File: config.mk
export PLATFORM = sky130hd
export DESIGN_NAME = tod_counter_alarm_core_flat
export DESIGN_NICKNAME = d
export VERILOG_FILES = /design/src/rtl/core/tca_pkg.sv /design/src/rtl/core/tca_if.sv /design/src/rtl/core/tod_counter_alarm_core.sv /design/src/flat_wrapper.sv
export SDC_FILE = /design/constraint.sdc
export NUM_CORES = 1
export LEC_CHECK = 0
export ABC_CLOCK_PERIOD_IN_PS = 7700
export BUFFER_PORTS_ARGS = -buffer_cell sky130_fd_sc_hd__buf_2
export CAP_MARGIN = 5
export CORE_ASPECT_RATIO = 1.25
export CORE_MARGIN = 8
export CORE_UTILIZATION = 65
export DETAILED_ROUTE_END_ITERATION = 16
export PLACE_DENSITY_LB_ADDON = 0.1
export SETUP_SLACK_MARGIN = 0.1
export SKIP_CTS_REPAIR_TIMING = 1
export SKIP_LAST_GASP = 1
export SYNTH_ARGS = -nofsm -noshare
export SYNTH_HDL_FRONTEND = slang
export SYNTH_SLANG_ARGS = --single-unit
File: constraint.sdc
create_clock -name clk -period 7.7 [get_ports clk]
set_input_delay 0.385 -clock clk [delete_from_list [all_inputs] [get_ports clk]]
set_output_delay 0.385 -clock clk [all_outputs]
set_load 0.02 [all_outputs]
File: src/rtl/core/tca_pkg.sv
// ----------------------------------------------------------------------------
// tca_pkg
// shared types, constants and byte helpers for the time-of-day counter
// ----------------------------------------------------------------------------
package tca_pkg;

  localparam int unsigned CountWidth = 24;
  localparam int unsigned ByteWidth  = 8;

  typedef logic [CountWidth-1:0] tod_word_t;
  typedef logic [ByteWidth-1:0]  tod_byte_t;

  typedef enum logic [2:0] {
    REQ_TICK        = 3'd0,
    REQ_WRITE_COUNT = 3'd1,
    REQ_WRITE_ALARM = 3'd2,
    REQ_READ_COUNT  = 3'd3,
    REQ_READ_ALARM  = 3'd4,
    REQ_SET_STOP    = 3'd5
  } req_type_t;

  typedef enum logic [1:0] {
    SEL_LOW  = 2'd0,
    SEL_MID  = 2'd1,
    SEL_HIGH = 2'd2
  } byte_sel_t;

  localparam tod_word_t CountReset  = 24'h01_0000;
  localparam tod_word_t AlarmReset  = 24'h00_0000;
  localparam logic [11:0] LowAllOnes = 12'hFFF;

  function automatic tod_word_t put_byte(tod_word_t word, logic [1:0] sel, tod_byte_t b);
    tod_word_t res;
    res = word;
    case (sel)
      SEL_LOW:  res[7:0]   = b;
      SEL_MID:  res[15:8]  = b;
      SEL_HIGH: res[23:16] = b;
      default:  res = word;
    endcase
    return res;
  endfunction

  function automatic tod_byte_t get_byte(tod_word_t word, logic [1:0] sel);
    tod_byte_t res;
    case (sel)
      SEL_LOW:  res = word[7:0];
      SEL_MID:  res = word[15:8];
      SEL_HIGH: res = word[23:16];
      default:  res = '0;
    endcase
    return res;
  endfunction

endpackage

File: src/rtl/core/tca_if.sv
// ----------------------------------------------------------------------------
// tca channel interfaces
// valid/ready request and response channels of the time-of-day counter
// ----------------------------------------------------------------------------
interface tca_req_if;
  logic       valid;
  logic       ready;
  logic [2:0] req_type;
  logic [1:0] byte_sel;
  logic [7:0] write_data;

  modport source (output valid, output req_type, output byte_sel, output write_data,
                  input ready);
  modport sink   (input valid, input req_type, input byte_sel, input write_data,
                  output ready);
endinterface

interface tca_rsp_if;
  logic       valid;
  logic       ready;
  logic [7:0] read_data;
  logic       alarm_irq;

  modport source (output valid, output read_data, output alarm_irq, input ready);
  modport sink   (input valid, input read_data, input alarm_irq, output ready);
endinterface

File: src/rtl/core/tod_counter_alarm_core.sv
// ----------------------------------------------------------------------------
// tod_counter_alarm_core
// 24-bit time-of-day counter with byte access and an edge-triggered alarm
//
// req carries one request per transfer: a tick, a counter or alarm byte
// write, a counter or alarm byte read, or a stop flag update. rsp returns
// exactly one result per request: the read byte (zero for non-reads) and
// alarm_irq, set when the counter newly matches the alarm.
// cfg_wr_en/cfg_wr_data write the carry glitch mode bit; when set, a tick
// carrying into bit 12 also compares the partly carried value.
// response valid is registered and rises in the cycle after the request
// transfer. state updates at the transfer, so a request is taken every
// cycle unless rsp stalls; the single response register is the only buffer.
// while rsp is stalled with a result held, req.ready is low; it rises in
// the cycle the held result transfers out.
// reset loads the counter with 0x010000, clears the alarm, marks the match
// as seen, halts the counter, clears the glitch mode and empties rsp.
// ----------------------------------------------------------------------------
module tod_counter_alarm_core (
  input  logic       clk,
  input  logic       rst,
  input  logic       cfg_wr_en,
  input  logic       cfg_wr_data,
  tca_req_if.sink    req,
  tca_rsp_if.source  rsp
);

  tca_pkg::tod_word_t count_value, count_value_next;
  tca_pkg::tod_word_t alarm_value, alarm_value_next;
  logic               match_seen, match_seen_next;
  logic               halted, halted_next;
  logic               carry_glitch_mode;

  logic               res_valid;
  tca_pkg::tod_byte_t res_data, res_data_next;
  logic               res_irq, res_irq_next;

  logic               accept;

  assign req.ready = !res_valid || rsp.ready;
  assign accept    = req.valid && req.ready;

  assign rsp.valid     = res_valid;
  assign rsp.read_data = res_data;
  assign rsp.alarm_irq = res_irq;

  always_comb begin
    tca_pkg::tod_word_t partial;
    tca_pkg::tod_word_t incr;
    logic               eq_partial;
    logic               seen_mid;
    logic               eq_final;

    count_value_next = count_value;
    alarm_value_next = alarm_value;
    match_seen_next  = match_seen;
    halted_next      = halted;
    res_data_next    = '0;
    res_irq_next     = 1'b0;
    partial          = {count_value[23:12], 12'h000};
    incr             = count_value + 24'd1;
    eq_partial       = (partial == alarm_value);
    seen_mid         = match_seen;
    eq_final         = 1'b0;

    case (req.req_type)
      tca_pkg::REQ_TICK: begin
        if (!halted) begin
          if (carry_glitch_mode && count_value[11:0] == tca_pkg::LowAllOnes) begin
            res_irq_next = !match_seen && eq_partial;
            seen_mid     = eq_partial;
          end
          eq_final         = (incr == alarm_value);
          res_irq_next     = res_irq_next || (!seen_mid && eq_final);
          match_seen_next  = eq_final;
          count_value_next = incr;
        end
      end
      tca_pkg::REQ_WRITE_COUNT: begin
        if (req.byte_sel != 2'd3) begin
          count_value_next = tca_pkg::put_byte(count_value, req.byte_sel, req.write_data);
          eq_final         = (count_value_next == alarm_value);
          res_irq_next     = !match_seen && eq_final;
          match_seen_next  = eq_final;
        end
      end
      tca_pkg::REQ_WRITE_ALARM: begin
        if (req.byte_sel != 2'd3) begin
          alarm_value_next = tca_pkg::put_byte(alarm_value, req.byte_sel, req.write_data);
          eq_final         = (count_value == alarm_value_next);
          res_irq_next     = !match_seen && eq_final;
          match_seen_next  = eq_final;
        end
      end
      tca_pkg::REQ_READ_COUNT: res_data_next = tca_pkg::get_byte(count_value, req.byte_sel);
      tca_pkg::REQ_READ_ALARM: res_data_next = tca_pkg::get_byte(alarm_value, req.byte_sel);
      tca_pkg::REQ_SET_STOP:   halted_next   = req.write_data[0];
      default: ;
    endcase
  end

  always_ff @(posedge clk) begin
    if (rst) begin
      count_value <= tca_pkg::CountReset;
      alarm_value <= tca_pkg::AlarmReset;
      match_seen  <= 1'b1;
      halted      <= 1'b1;
    end else if (accept) begin
      count_value <= count_value_next;
      alarm_value <= alarm_value_next;
      match_seen  <= match_seen_next;
      halted      <= halted_next;
    end
  end

  always_ff @(posedge clk) begin
    if (rst) begin
      carry_glitch_mode <= 1'b0;
    end else if (cfg_wr_en) begin
      carry_glitch_mode <= cfg_wr_data;
    end
  end

  always_ff @(posedge clk) begin
    if (rst) begin
      res_valid <= 1'b0;
    end else if (accept) begin
      res_valid <= 1'b1;
    end else if (rsp.ready) begin
      res_valid <= 1'b0;
    end
  end

  always_ff @(posedge clk) begin
    if (accept) begin
      res_data <= res_data_next;
      res_irq  <= res_irq_next;
    end
  end

`ifndef NO_ASSERTIONS
  // every accepted request yields a response next cycle
  a_rsp_follows: assert property (@(posedge clk) disable iff (rst)
    accept |=> res_valid)
    else $error("response missing after request transfer");

  // a held response blocks new requests
  a_stall_blocks: assert property (@(posedge clk) disable iff (rst)
    (res_valid && !rsp.ready) |-> !req.ready)
    else $error("request taken while response stalled");

  // ticks while halted leave the counter alone
  a_halt_holds: assert property (@(posedge clk) disable iff (rst)
    (accept && req.req_type == tca_pkg::REQ_TICK && halted) |=> $stable(count_value))
    else $error("counter moved while halted");

  // reads never raise the alarm
  a_read_no_irq: assert property (@(posedge clk) disable iff (rst)
    (accept && (req.req_type == tca_pkg::REQ_READ_COUNT ||
                req.req_type == tca_pkg::REQ_READ_ALARM)) |=> !res_irq)
    else $error("alarm raised by a read");
`endif

endmodule
File: src/flat_wrapper.sv
// flat-port wrapper written by rule: the top's interface ports become plain ports
module tod_counter_alarm_core_flat 
  (clk, rst, cfg_wr_en, cfg_wr_data, req_valid, req_req_type, req_byte_sel, req_write_data, req_ready, rsp_valid, rsp_read_data, rsp_alarm_irq, rsp_ready);
  tca_req_if req_i ();
  tca_rsp_if rsp_i ();
  input  logic clk;
  input  logic rst;
  input  logic cfg_wr_en;
  input  logic cfg_wr_data;
  input wire logic [$bits(req_i.valid)-1:0] req_valid;
  input wire logic [$bits(req_i.req_type)-1:0] req_req_type;
  input wire logic [$bits(req_i.byte_sel)-1:0] req_byte_sel;
  input wire logic [$bits(req_i.write_data)-1:0] req_write_data;
  output wire logic [$bits(req_i.ready)-1:0] req_ready;
  output wire logic [$bits(rsp_i.valid)-1:0] rsp_valid;
  output wire logic [$bits(rsp_i.read_data)-1:0] rsp_read_data;
  output wire logic [$bits(rsp_i.alarm_irq)-1:0] rsp_alarm_irq;
  input wire logic [$bits(rsp_i.ready)-1:0] rsp_ready;
  assign req_i.valid = req_valid;
  assign req_i.req_type = req_req_type;
  assign req_i.byte_sel = req_byte_sel;
  assign req_i.write_data = req_write_data;
  assign req_ready = req_i.ready;
  assign rsp_valid = rsp_i.valid;
  assign rsp_read_data = rsp_i.read_data;
  assign rsp_alarm_irq = rsp_i.alarm_irq;
  assign rsp_i.ready = rsp_ready;
  tod_counter_alarm_core u_core (.clk(clk), .rst(rst), .cfg_wr_en(cfg_wr_en), .cfg_wr_data(cfg_wr_data), .req(req_i), .rsp(rsp_i));
endmodule
After elaboration in Yosys (flattened, before gate mapping) --
Cells that the tools add are included.
Word-level totals: output and inout port bits 11, logic and storage cells 85, register bits 61, input bits 19
Cells by class: equality and inequality tests 16, add/subtract/negate cells 1, reductions and logical operators 20, muxes and demuxes 40
Operators with widths (count):
- $mux 8 | 18
- $eq 24x24->1 | 4
- $mux 24 | 2
- $pmux 24 s2 | 1
- $pmux 8 s3 | 2
- $add 24x1->24 const B | 1
- $pmux 8 s2 | 1
- $mux 1 | 14
- $eq 12x12->1 const B | 1
- $eq 3x2->1 const B | 2
- $eq 3x3->1 const B | 2
- $logic_and 1x1->1 | 6
- $pmux 1 s3 | 2
- $reduce_and 5->1 | 1
- $ne 2x1->1 const B | 2
- $ne 2x2->1 const B | 2
- $reduce_and 4->1 | 1
- $reduce_bool 2->1 | 2
- $eq 3x1->1 const B | 1
- $logic_not 1->1 | 3
- $logic_not 3->1 | 1
- $reduce_and 3->1 | 1
- $reduce_bool 3->1 | 1
- $eq 2x1->1 const B | 1
- other kinds (4) | 5

Depth between registers and ports, before layout --
depth after elaboration 10, mapped depth 11, depth with buffers taken out 9

Least setup slack after synthesis --
OpenSTA, ideal clock, no wires.
path kind register to register, from register u_core.count_value[7], to register u_core.res_irq (netlist: u_core.rsp.alarm_irq), data pin, stages on the path, launching flop included 10, arrival 3.018 ns, path slack 4.551 ns, cell sequence dfxtp_1 buf_6 nand4_4 or4_4 or4_4 xor2_1 or3_1 or4_4 nor4_2 a221o_1
Between the ends: word-level cells in the longest chain between the ends 10, elaborated cells between the ends (all ways) 24, those cells by class 1 x add/sub; 4 x eq/ne; 13 x mux; 6 x reduce/logical
RTL lines:
- start: declaration | RTL line tod_counter_alarm_core.sv:28 | tca_pkg::tod_word_t count_value, count_value_next;
- start signal: assignment | RTL line tod_counter_alarm_core.sv:104 | count_value <= tca_pkg::CountReset;
- start signal: assignment | RTL line tod_counter_alarm_core.sv:109 | count_value <= count_value_next;
- branches (longest 9 deep; another with $add 24x1->24)
- $pmux 1 s3 (*) | RTL line tod_counter_alarm_core.sv:66 | case (req.req_type)
- via u_core.res_irq_next | RTL line tod_counter_alarm_core.sv:36 | logic res_irq, res_irq_next;
- end signal: assignment | RTL line tod_counter_alarm_core.sv:137 | res_irq <= res_irq_next;
- end: declaration | RTL line tod_counter_alarm_core.sv:36
Mark *: on every way through the listed nets, which the timed path passes. The select of a mux whose other input is x is not followed. A chain may end at the register's enable or synchronous reset.

Worst setup path in the final report --
from register u_core.count_value[0], to register u_core.res_irq (netlist: u_core.rsp.alarm_irq), data pin
The elaborated chain is that of the path after synthesis.

==> metrics.md <==
| Metric | Value |
|---|---|
| Switching Fraction | 30.6% |
| Layout cell share with drive strength beyond 1 | 9.09% |
| CORE AREA | 8560 µm² |
| Clock Skews | 0.00764 ns |
| Dpl ws | 3.97 ns |
| Final setup fails | 0 |
| Ys flop type | dfxtp_1 |
| Overall power | 747 µW |
| Die Ht | 120 µm |
| Clk sink count | 61 |
| Int Pwr | 518 µW |
| Die Wd | 99.5 µm |
| RSZ-0062 raised after global routing | false |
| Detailed placement HPWL | 14800 µm |
| FFs w/ async S/R, synth | 0% |
| Syn_area_per_cell | 7.42 µm² |
| Final Max Slew Viols | 0 |
| Hold Path Class | primary input to flop |
| Fin nets | 741 |
| Leading area contributor after synthesis | dfxtp_1 |
| Gr usage total | 34.6% |
| Crit-path slowest cell | nor4_4 |
| Top post-synthesis cells by area | dfxtp_1 18%, mux2i_1 8.8%, nor2_1 6.4% |
| Port bufs | 29 |
| Status | complete, no violations |
| Crit-path max FO | 10 |
| Placer Congestion | 1.14 |
| Top delay family on crit path | simple AND/OR/NAND/NOR gates |
| Peak supply drop | 0.0000956 V |
| Drt initial violations | 975 |
| H-tree depth | 3 |
| Synth Net Count | 783 |
| Starting Density | 66.1% |
| Final min period | 3.82 ns |
| Buf+Inv Stages, Crit Path | 0 |
| Count leader, synth | nor2_1 |
| CP max stage delay | 0.60 ns |
| Ant diodes | 0 |
| Fmax achieved | 262 MHz |
| Remaining global-route overflow | 0 |
| Period utilisation layout | 49.6% |
| Initial antenna violation count | 0 |
| EDFF count, synth | 9 |
| Crit. End Element | flop |
| Routed Antenna Nets | 0 |
| Largest net degree at the start of global routing | 52 |
| Synth top cells by count | 96 x nor2_1, 65 x a21oi_1, 58 x clkbuf_1, 52 x dfxtp_1, 50 x mux2i_1 |
| Switching power total | 229 µW |
| Register area | 1310 µm² |
| Sequential share of the synthesized area | 23.2% |
| Final Util | 66.8% |
| Die area | 12000 µm² |
| Clock root buffer | clkbuf_8 |
| Setup WS post-layout | 3.88 ns |
| Mapped cell area | 5660 µm² |
| CTS Buf Count | 9 |
| Area occupied by multi-input gates | 3850 µm² |
| Final Routed Wirelength | 20900 µm |
| Vias | 6142 |
| Final hold violations | 0 |
| Crit-path cells | ha_1, nand3_1, nor4_4, and4_1, o21ai_0, or4_1, or4_4, nor4_2, a221o_1 |
| Gate power share | 16.2% |
| Sequential share of power | 44.9% |
| CP Launch Type | flop |
| Area growth, synth to finish | 1.02% |
| Least-Margin Pin Slew | 1.23 ns |
| Pwr Density | 131 nW/µm² |
| Longest Clk Path Bufs | 2 |
| Synth unique cells | 75 |
| Drt drc | 0 |
| Leakage power | 0.00201 µW |
| CTS tree | built |
| Clock-pin slew on the worst setup and hold paths | 0.07 ns |
| Global-route wire length before repair | 32100 µm |
| Yosys top cell area share | 18.4% |
| Total of max-cap violations | 0 |
| First-pass DRT Iterations | 5 |
| Vias in the first global route | 5684 |
| Worst Path Arrival | 4.06 ns |
| Crit Path Category | flop to flop |
| Clock group share of total power | 38.9% |
| Syn Inst Count | 763 |
| I/O pins | 30 |
| Cell row count | 38 |
| Via/cell ratio | 7.44 |
| Worst EP required | 7.94 ns |
| Max_slew headroom | 17.7% |
| Synth Register Bits | 61 |
| Ys Warns | 0 |
| Setup TNS | 0 ns |
| Routed length per placed instance | 25.3 µm |
| Clk_lat worst skew | 0.36 ns |
| Fillers | 769 |
## per-layer routing
metal / wire, µm / part of all wire, % / track usage (%)
met5: 0 / 0 / 0
met2: 9310 / 45 / 54.4
met3: 2620 / 13 / 7.42
met4: 1490 / 7.1 / 23.7
met1: 7500 / 36 / 41.5
## state kept, by name (all words and copies together) (netlist names)
name / cells
u_core.rsp.read_data: 8
u_core.alarm_value: 24
u_core.carry_glitch_mode: 1
u_core.count_value: 24
u_core.match_seen: 1
u_core.rsp.alarm_irq: 1
u_core.rsp.valid: 1
u_core.halted: 1
## layout make-up
type                            instances  share of cell area, %
Sequential cell                        61                   22.9
Clock buffer                           13                   3.15
Timing Repair Buffer                   32                   2.93
Tap cell                              100                   2.19
Multi-Input combinational cell        599                   67.3
Clock inverter                          3                  0.306
Inverter                               18                   1.18
## power groups by stage
| stage | Clock, µW | Sequential (µW) | Combinational [µW] |
|---|---|---|---|
| finish | 291 | 335 | 121 |
| global route | 306 | 335 | 128 |
| CTS | 294 | 334 | 115 |
| detailed placement | 0 | 342 | 115 |
| global placement | 0 | 341 | 113 |
| floorplan | 0 | 340 | 83.8 |
## cells in the final DEF (no fill, tap or decap), drive strengths merged, types with 8 or more instances in the layout
cell / count
nor4: 17
or4: 8
o211ai: 8
xor2: 31
nor3: 19
nand4: 8
inv: 18
o21ai: 43
nor2b: 22
a211oi: 15
clkbuf: 13
nand2: 46
a21oi: 65
o22ai: 23
nor2: 96
buf: 32
nand3: 24
mux2i: 50
a31oi: 10
edfxtp: 9
dfxtp: 52
xnor2: 28
## tightest hold or removal path: stages
cell	delay [ns]
buf_2	0.10
inv_1	0.04
a21oi_1	0.05
## cell families after synthesis
family | after synthesis | share of synthesized area (%)
flops | 61 | 23.2
buf+inv | 103 | 9.04
mux | 50 | 8.84
fa+ha+maj | 1 | 0.221
simple gates | 276 | 25.6
xor+xnor | 59 | 9.13
compound gates | 213 | 23.9
## path summary, 6_finish.rpt
kind         cells after the start                    to                  start  slack [ns]
max                              9  u_core.rsp.alarm_irq  u_core.count_value[0]        3.88
min                              3      u_core.rsp.valid              req_valid        0.26
max reg2reg                      9  u_core.rsp.alarm_irq  u_core.count_value[0]        3.88
min reg2reg                      2      u_core.rsp.valid       u_core.rsp.valid        0.52
## through the flow
step	instance area [µm²]	hold WS (ns)	cells
2_1_floorplan	5660	0.476	763
3_3_place_gp	5520	0.489	810
3_5_place_dp	5520	0.509	810
4_1_cts	5720	0.248	826
5_1_grt	5720	0.271	826
6_report	5720	0.255	826
Note: power is estimated with default switching activity, not from simulation.
